## config.mk

```make
export PLATFORM = sky130hd
export DESIGN_NAME = order_book_fill
export DESIGN_NICKNAME = d
export VERILOG_FILES = /design/src/obf_pkg.sv /design/src/obf_front.sv /design/src/obf_back.sv /design/src/order_book_fill.sv
export SDC_FILE = /design/constraint.sdc
export NUM_CORES = 2
export LEC_CHECK = 0
export BUFFER_PORTS_ARGS = -buffer_cell sky130_fd_sc_hd__clkbuf_2
export CAP_MARGIN = 10
export CORE_ASPECT_RATIO = 1.4
export CORE_MARGIN = 2
export CORE_UTILIZATION = 52
export DETAILED_ROUTE_END_ITERATION = 6
export PLACE_DENSITY = 0.68
export RECOVER_POWER = 100
export SYNTH_ARGS = -nofsm -noshare
export SYNTH_HDL_FRONTEND = slang
export SYNTH_SLANG_ARGS = --single-unit
```

## constraint.sdc

```tcl
create_clock -name clock -period 18.2 [get_ports clock]
set_input_delay 4.55 -clock clock [delete_from_list [all_inputs] [get_ports clock]]
set_output_delay 4.55 -clock clock [all_outputs]
set_load 0.1 [all_outputs]
```

## src/obf_pkg.sv

```systemverilog
`timescale 1ns / 1ps
// ----------------------------------------------------------------------------
// obf_pkg
// Shared types and constants for the two-sided price-ordered book.
// ----------------------------------------------------------------------------
package obf_pkg;

   localparam int BOOK_DEPTH  = 16;
   localparam int PRICE_BITS  = 16;
   localparam int QTY_BITS    = 16;
   localparam int MAX_RESULTS = 16;
   localparam int CNT_BITS    = $clog2(BOOK_DEPTH + 1);
   localparam int KCNT_BITS   = $clog2(MAX_RESULTS + 1);
   localparam int QUEUE_DEPTH = 2;

   typedef enum logic [1:0] {
      OP_INS_BID  = 2'd0,
      OP_INS_ASK  = 2'd1,
      OP_TAKE_BID = 2'd2,
      OP_TAKE_ASK = 2'd3
   } op_type;

   typedef enum logic [1:0] {
      ST_FILL    = 2'd0,
      ST_INS_OK  = 2'd1,
      ST_FULL    = 2'd2,
      ST_NO_FILL = 2'd3
   } status_type;

   typedef enum logic [1:0] {
      CMD_INSERT = 2'd0,
      CMD_TAKE   = 2'd1,
      CMD_REJECT = 2'd2
   } cmd_kind_type;

   typedef struct packed {
      cmd_kind_type          kind;
      logic                  is_bid;
      logic [PRICE_BITS-1:0] price;
      logic [QTY_BITS-1:0]   quantity;
   } cmd_type;

   typedef struct packed {
      status_type            status;
      logic [PRICE_BITS-1:0] fill_price;
      logic [QTY_BITS-1:0]   fill_quantity;
      logic                  last;
   } rsp_type;

   typedef enum logic [0:0] {
      BK_IDLE = 1'b0,
      BK_TAKE = 1'b1
   } bk_state_type;

endpackage

```

## src/obf_front.sv

```systemverilog
`timescale 1ns / 1ps
// ----------------------------------------------------------------------------
// obf_front
// Accept words, classify them and queue commands for the back end. Flag
// takes of zero quantity as rejects; book occupancy is checked in the back end.
// ----------------------------------------------------------------------------
module obf_front import obf_pkg::*; (
   input  logic                  clock,
   input  logic                  reset,
   input  logic                  req_push,
   output logic                  req_full,
   input  logic [1:0]            req_operation,
   input  logic [PRICE_BITS-1:0] req_price,
   input  logic [QTY_BITS-1:0]   req_quantity,
   output logic                  cmd_valid,
   output cmd_type               cmd_word,
   input  logic                  cmd_pop
);

   cmd_type              queue_ff [QUEUE_DEPTH];
   logic                 wr_ptr_ff, wr_ptr_in;
   logic                 rd_ptr_ff, rd_ptr_in;
   logic [1:0]           fill_ff, fill_in;
   cmd_type              cmd_new;
   logic                 accept;
   op_type               op;

   assign op       = op_type'(req_operation);
   assign req_full = (fill_ff == 2'(QUEUE_DEPTH));
   assign accept   = req_push && !req_full;

   // The empty-book check for takes is done in the back end where the live count is known.
   always_comb begin
      cmd_new.price    = req_price;
      cmd_new.quantity = req_quantity;
      unique case (op)
         OP_INS_BID:  begin cmd_new.kind = CMD_INSERT; cmd_new.is_bid = 1'b1; end
         OP_INS_ASK:  begin cmd_new.kind = CMD_INSERT; cmd_new.is_bid = 1'b0; end
         OP_TAKE_BID: begin
            cmd_new.kind   = (req_quantity == '0) ? CMD_REJECT : CMD_TAKE;
            cmd_new.is_bid = 1'b1;
         end
         default: begin
            cmd_new.kind   = (req_quantity == '0) ? CMD_REJECT : CMD_TAKE;
            cmd_new.is_bid = 1'b0;
         end
      endcase
   end

   assign cmd_valid = (fill_ff != 2'd0);
   assign cmd_word  = queue_ff[rd_ptr_ff];

   always_comb begin
      wr_ptr_in = wr_ptr_ff ^ accept;
      rd_ptr_in = rd_ptr_ff ^ (cmd_pop && cmd_valid);
      fill_in   = fill_ff + 2'(accept) - 2'(cmd_pop && cmd_valid);
   end

   always_ff @(posedge clock) begin
      if (reset) begin
         wr_ptr_ff <= 1'b0;
         rd_ptr_ff <= 1'b0;
         fill_ff   <= 2'd0;
      end else begin
         wr_ptr_ff <= wr_ptr_in;
         rd_ptr_ff <= rd_ptr_in;
         fill_ff   <= fill_in;
      end
   end

   always_ff @(posedge clock) begin
      if (accept) begin
         queue_ff[wr_ptr_ff] <= cmd_new;
      end
   end

   assert property (@(posedge clock) disable iff (reset)
      fill_ff <= 2'(QUEUE_DEPTH)) else $error("command queue overflow");
   assert property (@(posedge clock) disable iff (reset)
      (fill_ff == 2'd0) |-> (wr_ptr_ff == rd_ptr_ff)) else $error("pointer skew");
   assert property (@(posedge clock) disable iff (reset)
      (accept && !(cmd_pop && cmd_valid)) |=> (fill_ff == $past(fill_ff) + 2'd1))
      else $error("fill count lost a word");

endmodule

```

## src/obf_back.sv

```systemverilog
`timescale 1ns / 1ps
// ----------------------------------------------------------------------------
// obf_back
// Hold both books, run commands: sorted shift insert, one fill per cycle for
// takes while there is room, results into a two-entry output queue.
// ----------------------------------------------------------------------------
module obf_back import obf_pkg::*; (
   input  logic                  clock,
   input  logic                  reset,
   input  logic                  cmd_valid,
   input  cmd_type               cmd_word,
   output logic                  cmd_pop,
   output logic                  rsp_empty,
   input  logic                  rsp_pop,
   output logic [1:0]            rsp_status,
   output logic [PRICE_BITS-1:0] rsp_fill_price,
   output logic [QTY_BITS-1:0]   rsp_fill_quantity,
   output logic                  rsp_last
);

   logic [PRICE_BITS-1:0] bp_ff [BOOK_DEPTH];
   logic [QTY_BITS-1:0]   bq_ff [BOOK_DEPTH];
   logic [PRICE_BITS-1:0] ap_ff [BOOK_DEPTH];
   logic [QTY_BITS-1:0]   aq_ff [BOOK_DEPTH];
   logic [CNT_BITS-1:0]   bcnt_ff, bcnt_in, acnt_ff, acnt_in;

   bk_state_type          state_ff, state_in;
   logic                  side_ff, side_in;
   logic [QTY_BITS-1:0]   want_ff, want_in;
   logic [KCNT_BITS-1:0]  k_ff, k_in;

   rsp_type               oq_ff [2];
   logic                  owr_ff, ord_ff;
   logic [1:0]            ofill_ff;
   logic                  opush;
   rsp_type               onew;

   logic                  do_ins, do_pop_b, do_pop_a, do_red;
   logic [QTY_BITS-1:0]   red_qty;
   logic [CNT_BITS-1:0]   cur_cnt;
   logic [PRICE_BITS-1:0] head_p;
   logic [QTY_BITS-1:0]   head_q;
   logic [BOOK_DEPTH-1:0] behind;
   logic                  room;

   assign room    = (ofill_ff == 2'd0) || (ofill_ff == 2'd1 && rsp_pop);
   assign cur_cnt = side_ff ? bcnt_ff : acnt_ff;
   assign head_p  = side_ff ? bp_ff[0] : ap_ff[0];
   assign head_q  = side_ff ? bq_ff[0] : aq_ff[0];

   // Position mask: entry i lies behind the new one.
   always_comb begin
      for (int i = 0; i < BOOK_DEPTH; i++) begin
         if (cmd_word.is_bid)
            behind[i] = (CNT_BITS'(i) < bcnt_ff) && (bp_ff[i] < cmd_word.price);
         else
            behind[i] = (CNT_BITS'(i) < acnt_ff) && (ap_ff[i] > cmd_word.price);
      end
   end

   always_comb begin
      state_in = state_ff;
      side_in  = side_ff;
      want_in  = want_ff;
      k_in     = k_ff;
      cmd_pop  = 1'b0;
      opush    = 1'b0;
      onew     = '{status: ST_FILL, fill_price: '0, fill_quantity: '0, last: 1'b1};
      do_ins   = 1'b0;
      do_pop_b = 1'b0;
      do_pop_a = 1'b0;
      do_red   = 1'b0;
      red_qty  = '0;
      bcnt_in  = bcnt_ff;
      acnt_in  = acnt_ff;
      unique case (state_ff)
         BK_IDLE: begin
            if (cmd_valid && room) begin
               cmd_pop = 1'b1;
               opush   = 1'b1;
               unique case (cmd_word.kind)
                  CMD_INSERT: begin
                     if ((cmd_word.is_bid ? bcnt_ff : acnt_ff) ==
                         CNT_BITS'(BOOK_DEPTH)) begin
                        onew.status = ST_FULL;
                     end else begin
                        onew.status = ST_INS_OK;
                        do_ins      = 1'b1;
                        if (cmd_word.is_bid) bcnt_in = bcnt_ff + 1'b1;
                        else                 acnt_in = acnt_ff + 1'b1;
                     end
                  end
                  CMD_TAKE: begin
                     if ((cmd_word.is_bid ? bcnt_ff : acnt_ff) == '0) begin
                        onew.status = ST_NO_FILL;
                     end else begin
                        opush    = 1'b0;
                        side_in  = cmd_word.is_bid;
                        want_in  = cmd_word.quantity;
                        k_in     = '0;
                        state_in = BK_TAKE;
                     end
                  end
                  default: onew.status = ST_NO_FILL;
               endcase
            end
         end
         default: begin
            if (room) begin
               opush           = 1'b1;
               onew.status     = ST_FILL;
               onew.fill_price = head_p;
               k_in            = k_ff + 1'b1;
               if (head_q <= want_ff) begin
                  onew.fill_quantity = head_q;
                  want_in            = want_ff - head_q;
                  if (side_ff) begin do_pop_b = 1'b1; bcnt_in = bcnt_ff - 1'b1; end
                  else         begin do_pop_a = 1'b1; acnt_in = acnt_ff - 1'b1; end
                  onew.last = (want_in == '0) || (cur_cnt == CNT_BITS'(1)) ||
                              (k_in == KCNT_BITS'(MAX_RESULTS));
               end else begin
                  onew.fill_quantity = want_ff;
                  do_red             = 1'b1;
                  red_qty            = head_q - want_ff;
                  want_in            = '0;
                  onew.last          = 1'b1;
               end
               if (onew.last) state_in = BK_IDLE;
            end
         end
      endcase
   end

   always_ff @(posedge clock) begin
      if (reset) begin
         state_ff <= BK_IDLE;
         bcnt_ff  <= '0;
         acnt_ff  <= '0;
         owr_ff   <= 1'b0;
         ord_ff   <= 1'b0;
         ofill_ff <= 2'd0;
      end else begin
         state_ff <= state_in;
         bcnt_ff  <= bcnt_in;
         acnt_ff  <= acnt_in;
         owr_ff   <= owr_ff ^ opush;
         ord_ff   <= ord_ff ^ (rsp_pop && !rsp_empty);
         ofill_ff <= ofill_ff + 2'(opush) - 2'(rsp_pop && !rsp_empty);
      end
   end

   always_ff @(posedge clock) begin
      side_ff <= side_in;
      want_ff <= want_in;
      k_ff    <= k_in;
      if (opush) oq_ff[owr_ff] <= onew;
   end

   // Book storage: sorted shift on insert, shift toward head on removal.
   always_ff @(posedge clock) begin
      for (int i = 0; i < BOOK_DEPTH; i++) begin
         if (do_ins && cmd_word.is_bid) begin
            if (behind[i]) begin
               if (i > 0) begin
                  bp_ff[i] <= behind[i-1] ? bp_ff[i-1] : cmd_word.price;
                  bq_ff[i] <= behind[i-1] ? bq_ff[i-1] : cmd_word.quantity;
               end else begin
                  bp_ff[i] <= cmd_word.price;
                  bq_ff[i] <= cmd_word.quantity;
               end
            end else if (CNT_BITS'(i) == bcnt_ff) begin
               if (i > 0 && behind[i-1]) begin
                  bp_ff[i] <= bp_ff[i-1];
                  bq_ff[i] <= bq_ff[i-1];
               end else begin
                  bp_ff[i] <= cmd_word.price;
                  bq_ff[i] <= cmd_word.quantity;
               end
            end
         end else if (do_pop_b && i < BOOK_DEPTH-1) begin
            bp_ff[i] <= bp_ff[i+1];
            bq_ff[i] <= bq_ff[i+1];
         end
         if (do_ins && !cmd_word.is_bid) begin
            if (behind[i]) begin
               if (i > 0) begin
                  ap_ff[i] <= behind[i-1] ? ap_ff[i-1] : cmd_word.price;
                  aq_ff[i] <= behind[i-1] ? aq_ff[i-1] : cmd_word.quantity;
               end else begin
                  ap_ff[i] <= cmd_word.price;
                  aq_ff[i] <= cmd_word.quantity;
               end
            end else if (CNT_BITS'(i) == acnt_ff) begin
               if (i > 0 && behind[i-1]) begin
                  ap_ff[i] <= ap_ff[i-1];
                  aq_ff[i] <= aq_ff[i-1];
               end else begin
                  ap_ff[i] <= cmd_word.price;
                  aq_ff[i] <= cmd_word.quantity;
               end
            end
         end else if (do_pop_a && i < BOOK_DEPTH-1) begin
            ap_ff[i] <= ap_ff[i+1];
            aq_ff[i] <= aq_ff[i+1];
         end
      end
      if (do_red) begin
         if (side_ff) bq_ff[0] <= red_qty;
         else         aq_ff[0] <= red_qty;
      end
   end

   assign rsp_empty         = (ofill_ff == 2'd0);
   assign rsp_status        = oq_ff[ord_ff].status;
   assign rsp_fill_price    = oq_ff[ord_ff].fill_price;
   assign rsp_fill_quantity = oq_ff[ord_ff].fill_quantity;
   assign rsp_last          = oq_ff[ord_ff].last;

   assert property (@(posedge clock) disable iff (reset)
      (bcnt_ff <= CNT_BITS'(BOOK_DEPTH)) && (acnt_ff <= CNT_BITS'(BOOK_DEPTH)))
      else $error("book count out of range");
   assert property (@(posedge clock) disable iff (reset)
      ofill_ff <= 2'd2) else $error("result queue overflow");
   assert property (@(posedge clock) disable iff (reset)
      (state_ff == BK_TAKE) |-> !cmd_pop) else $error("command taken mid-take");
   assert property (@(posedge clock) disable iff (reset)
      (state_ff == BK_TAKE) |-> (cur_cnt != '0)) else $error("take on empty book");

endmodule

```

## src/order_book_fill.sv

```systemverilog
`timescale 1ns / 1ps
// ----------------------------------------------------------------------------
// order_book_fill
// Two price-ordered books (bids best-high, asks best-low, FIFO on ties).
//
// Request side is a queue: push a word when full is low; operation selects
// insert bid/ask or take from bids/asks, quantity is the insert size or the
// amount to take. Result side is a queue: while empty is low the oldest
// result is on rsp_*, pop removes it. Every request gives one or more
// results; the final one carries rsp_last.
// Flow: a pushed word is registered in the command queue; the back end takes
// it and registers each result in the result queue. Insert, rejected insert
// and empty take give one result; a take has a start step with no result,
// then one fill per step while the result queue has room, up to 16 fills.
// The back end runs one word at a time; the two-entry command queue lets
// the front keep accepting while a take is in progress.
// Reset empties both books and both queues. While a result waits unpopped
// the back end holds; once the command queue fills, full rises.
// ----------------------------------------------------------------------------
module order_book_fill import obf_pkg::*; (
   input  logic                  clock,
   input  logic                  reset,
   input  logic                  req_push,
   output logic                  req_full,
   input  logic [1:0]            req_operation,
   input  logic [PRICE_BITS-1:0] req_price,
   input  logic [QTY_BITS-1:0]   req_quantity,
   output logic                  rsp_empty,
   input  logic                  rsp_pop,
   output logic [1:0]            rsp_status,
   output logic [PRICE_BITS-1:0] rsp_fill_price,
   output logic [QTY_BITS-1:0]   rsp_fill_quantity,
   output logic                  rsp_last
);

   logic    cmd_valid, cmd_pop;
   cmd_type cmd_word;

   obf_front u_front (
      .clock, .reset, .req_push, .req_full, .req_operation, .req_price,
      .req_quantity, .cmd_valid, .cmd_word, .cmd_pop
   );

   obf_back u_back (
      .clock, .reset, .cmd_valid, .cmd_word, .cmd_pop, .rsp_empty, .rsp_pop,
      .rsp_status, .rsp_fill_price, .rsp_fill_quantity, .rsp_last
   );

endmodule
```

==> impl_metrics.yaml <==
critical_path:
  crit_top_cell: "clkbuf_1"
  cp_num_cells: 14
  crit_required_ns: 18.80
  r2r-end: "u_back.bq_ff[7][5]"
  path_cells: "clkbuf_1 > mux2_2 > clkbuf_1 > clkinv_1 > clkbuf_1 > ha_1 > nand3_1 > o21ai_0 > a21oi_1 > a311oi_4 > clkbuf_1 > clkbuf_1 > mux2i_1 > o21ai_0"
  crit_path_start: "u_front.rd_ptr_ff"
  worst_ep_arrival_time_ns: 13.94
  crit_family: "buffers and inverters"
  rr_worst_depth: 14
  worst-path-buf-inv: 6
  crit_end: "u_back.bq_ff[7][5]"
  reg2reg_slack_ns: 4.86
  reg2reg_from: "u_front.rd_ptr_ff"
  critPathMaxFanout: 46
  start_kind: "flip-flop"
  crit_path_top_delay_cell: "clkbuf_1"
  slowest_delay_ns: 2.50
  end_kind: "flip-flop"
  crit_type: "reg2reg"
placement:
  dp_hpwl_um: 150800
  globalplace.congestion: 0.9100
  place_area_um2: 73980
  dp_slack_ns: 8.923
  port_buffers: 74
cts:
  htreeDepth: 3
  cts_buffer_depth: 3
  cts_resized: 0
  cts.clk_slew.worst_paths_ns: 0.07
  hold_buffers: 0
  numCtsBuffers: 121
  cts_tree: "done"
  cts.sink_count: 1205
  cts_setup_buffers: 0
  cts_root_buf: "clkbuf_16"
  clock_latency_ns: 0.80
run:
  max-cap-violations: 53
route:
  ant_nets: 0
  avgViaCountPerCell: 6.452
  wl_per_cell_um: 26.17
  drc: 0
  firstDrtPassIters: 6
  drtIter0Drc: 5127
  vias: 54680
  wirelength_um: 221800
floorplan:
  core-area_um2: 137600
  rows: 161
  die_y_um: 444.8
  io-pin-count: 75
  start_util: 0.5244
  die_x_um: 318.8
  fp.dieArea_um2: 141800
timing:
  fin_setup_tns_ns: 0
  setup_viol: 0
  fin_worst_skew_ns: 0.04124
  tightestPinTransition_ns: 5.325
  whs_ns: 0.5160
  relSlewSlack: -2.587
  grt_setup_unrepaired: "false"
  period_needed_ns: 13.34
  setup_ws_ns: 4.856
  post-route-period-util: 0.7332
  finalHoldViolations: 0
  max_freq_ghz: 0.07494
  slew_violations: 1922
pwr:
  peakVddDrop_mv: 0.1066
  intPower_mw: 5.655
  power_mw: 8.792
  pwr-share-seq: 0.393
  power.share.clock: 0.286
  powerDensity_nw_per_um2: 113.4
  leakagePower_nw: 31.15
  switching_share: 0.3568
  p_comb_frac: 0.322
  switching_power_mw: 3.137
synthesis:
  synthArstFlopShare: 0
  syn_inst: 6752
  yosysSeqAreaShare: 0.4989
  synth_edf_count: 1186
  yosysUniqueCellTypes: 79
  synth-seq-cells: 1205
  syn_avg_cell_area_um2: 10.69
  syn_nets: 7340
  synth-warning-count: 0
  ys.flop_type: "edfxtp_1"
  syn-cell-area_um2: 72150
global_route:
  grt_pass1_wl_um: 331700
  antenna_found_initial: 3
  grt_max_degree: 263
  grt.overflow.total: 0
  grt_usage: 0.3049
  grt_pass1_vias: 55991
min_path:
  hold_class: "reg2reg"
layout:
  final_area_um2: 77550
  area_growth_pct: 7.482
  multi_input_comb_area_um2: 33820
  drive_gt1_frac: 0.06154
  regArea_um2: 36000
  fill_cells: 11975
  num-nets-final: 7165
  layout_common_cells: "edfxtp_1 (1186), nand2_1 (889), o21ai_0 (828)"
  final_common_cell: "edfxtp_1"
status:
  run_status: "complete, but fails checks"
  violations: "capacitance limit, slew limit"
## worst min path at each step
stage	start	endpoint	slack (ns)	cells past startpoint
3_3_place_gp	u_back.bq_ff[15][0]	u_back.bq_ff[14][0]	0.51	2
3_5_place_dp	u_back.aq_ff[0][245]	u_back.aq_ff[0][229]	0.51	2
2_1_floorplan	u_front.fill_ff[1]	u_front.fill_ff[1]	0.49	2
4_1_cts	u_back.bq_ff[15][14]	u_back.bq_ff[14][14]	0.52	2
6_report	u_back.bq_ff[15][13]	u_back.bq_ff[14][13]	0.52	2
5_1_grt	u_back.bq_ff[15][14]	u_back.bq_ff[14][14]	0.55	2
## cell usage after synthesis (24+ instances only)
| cell type | count | area, µm² |
|---|---|---|
| o31ai_1 | 47 | 352.8 |
| buf_4 | 45 | 337.8 |
| o21a_1 | 24 | 180.2 |
| o211ai_1 | 25 | 187.7 |
| nor3_1 | 314 | 1572 |
| a31oi_1 | 25 | 156.4 |
| nand4_1 | 76 | 475.5 |
| nand2_1 | 888 | 3333 |
| ha_1 | 548 | 6857 |
| edfxtp_1 | 1186 | 35610 |
| o21ai_0 | 574 | 2873 |
| buf_2 | 147 | 735.7 |
| clkbuf_1 | 262 | 983.4 |
| mux2i_1 | 758 | 7587 |
| xnor2_1 | 31 | 271.5 |
| nor2b_1 | 47 | 294.0 |
| a21o_1 | 120 | 900.9 |
| a211oi_1 | 49 | 367.9 |
| o311ai_0 | 38 | 332.8 |
| a21oi_1 | 288 | 1441 |
| nor2_1 | 400 | 1501 |
| mux2_2 | 99 | 1115 |
| nand3_1 | 88 | 440.4 |
| o21ai_1 | 290 | 1451 |
| buf_1 | 37 | 138.9 |
| inv_1 | 108 | 405.4 |
## routing by layer
metal | up-vias | GRT usage | share of wire
met5 | - | 0 | 0.000059
met4 | 2 | 0.1796 | 0.060
met3 | 756 | 0.03467 | 0.049
met2 | 1925 | 0.5507 | 0.52
met1 | 27204 | 0.3467 | 0.37
li1 | 24793 | - | -
## kinds of logic (layout without fill, tap and decap cells)
family | after synthesis | after routing | share of synthesized area
flip-flops | 1205 | 1205 | 0.4989
XOR/XNOR | 43 | 43 | 0.005220
adder cells (fa/ha/maj) | 550 | 550 | 0.09558
other | 0 | 3 | 0
multiplexers | 859 | 859 | 0.1212
AO/OA/AOI/OAI | 1596 | 1596 | 0.1289
AND/OR/NAND/NOR | 1894 | 1894 | 0.1135
buffers and inverters | 605 | 532 | 0.03678
## power by group through the flow
stage / Combinational, mW / Sequential [mW] / Clock (mW)
6_report: 2.83 / 3.45 / 2.51
4_1_cts: 2.84 / 3.45 / 2.53
3_3_place_gp: 2.72 / 3.50 / 0
2_1_floorplan: 1.98 / 3.47 / 0
5_1_grt: 3.07 / 3.46 / 2.62
3_5_place_dp: 2.83 / 3.50 / 0
## sequential cells by signal, summed over array words and instances (netlist names), 5 cells and up
name,cells
u_back.acnt_ff,5
u_back.ap_ff,256
u_back.aq_ff,256
u_back.bcnt_ff,5
u_back.bp_ff,256
u_back.bq_ff,256
u_back.k_ff,5
u_back.oq_ff,70
u_back.want_ff,16
u_front.queue_ff,70
## per-stage QoR
step                utilization  cells
floorplan                     -   6752
CTS                      0.5656   8463
detailed placement       0.5377   8238
finish                   0.5637   8475
global route             0.5636   8473
global placement         0.5373   8236
## worst min-delay path, delay by kind of cell (launching register included)
family,cells,cell delay [ns]
AOI/OAI and AO/OA,1,0.06
and+or+nand+nor,1,0.04
DFF,1,0.33
## area by class of cell
type	instances	area share
Clock buffer	155	0.04120
Multi-Input combinational cell	4942	0.4361
Sequential cell	1205	0.4641
Inverter	110	0.005324
Tap cell	1793	0.02893
Antenna cell	3	0.00009680
Timing Repair Buffer	197	0.01604
Clock inverter	70	0.008196
Note: power is estimated with default switching activity, not from simulation.
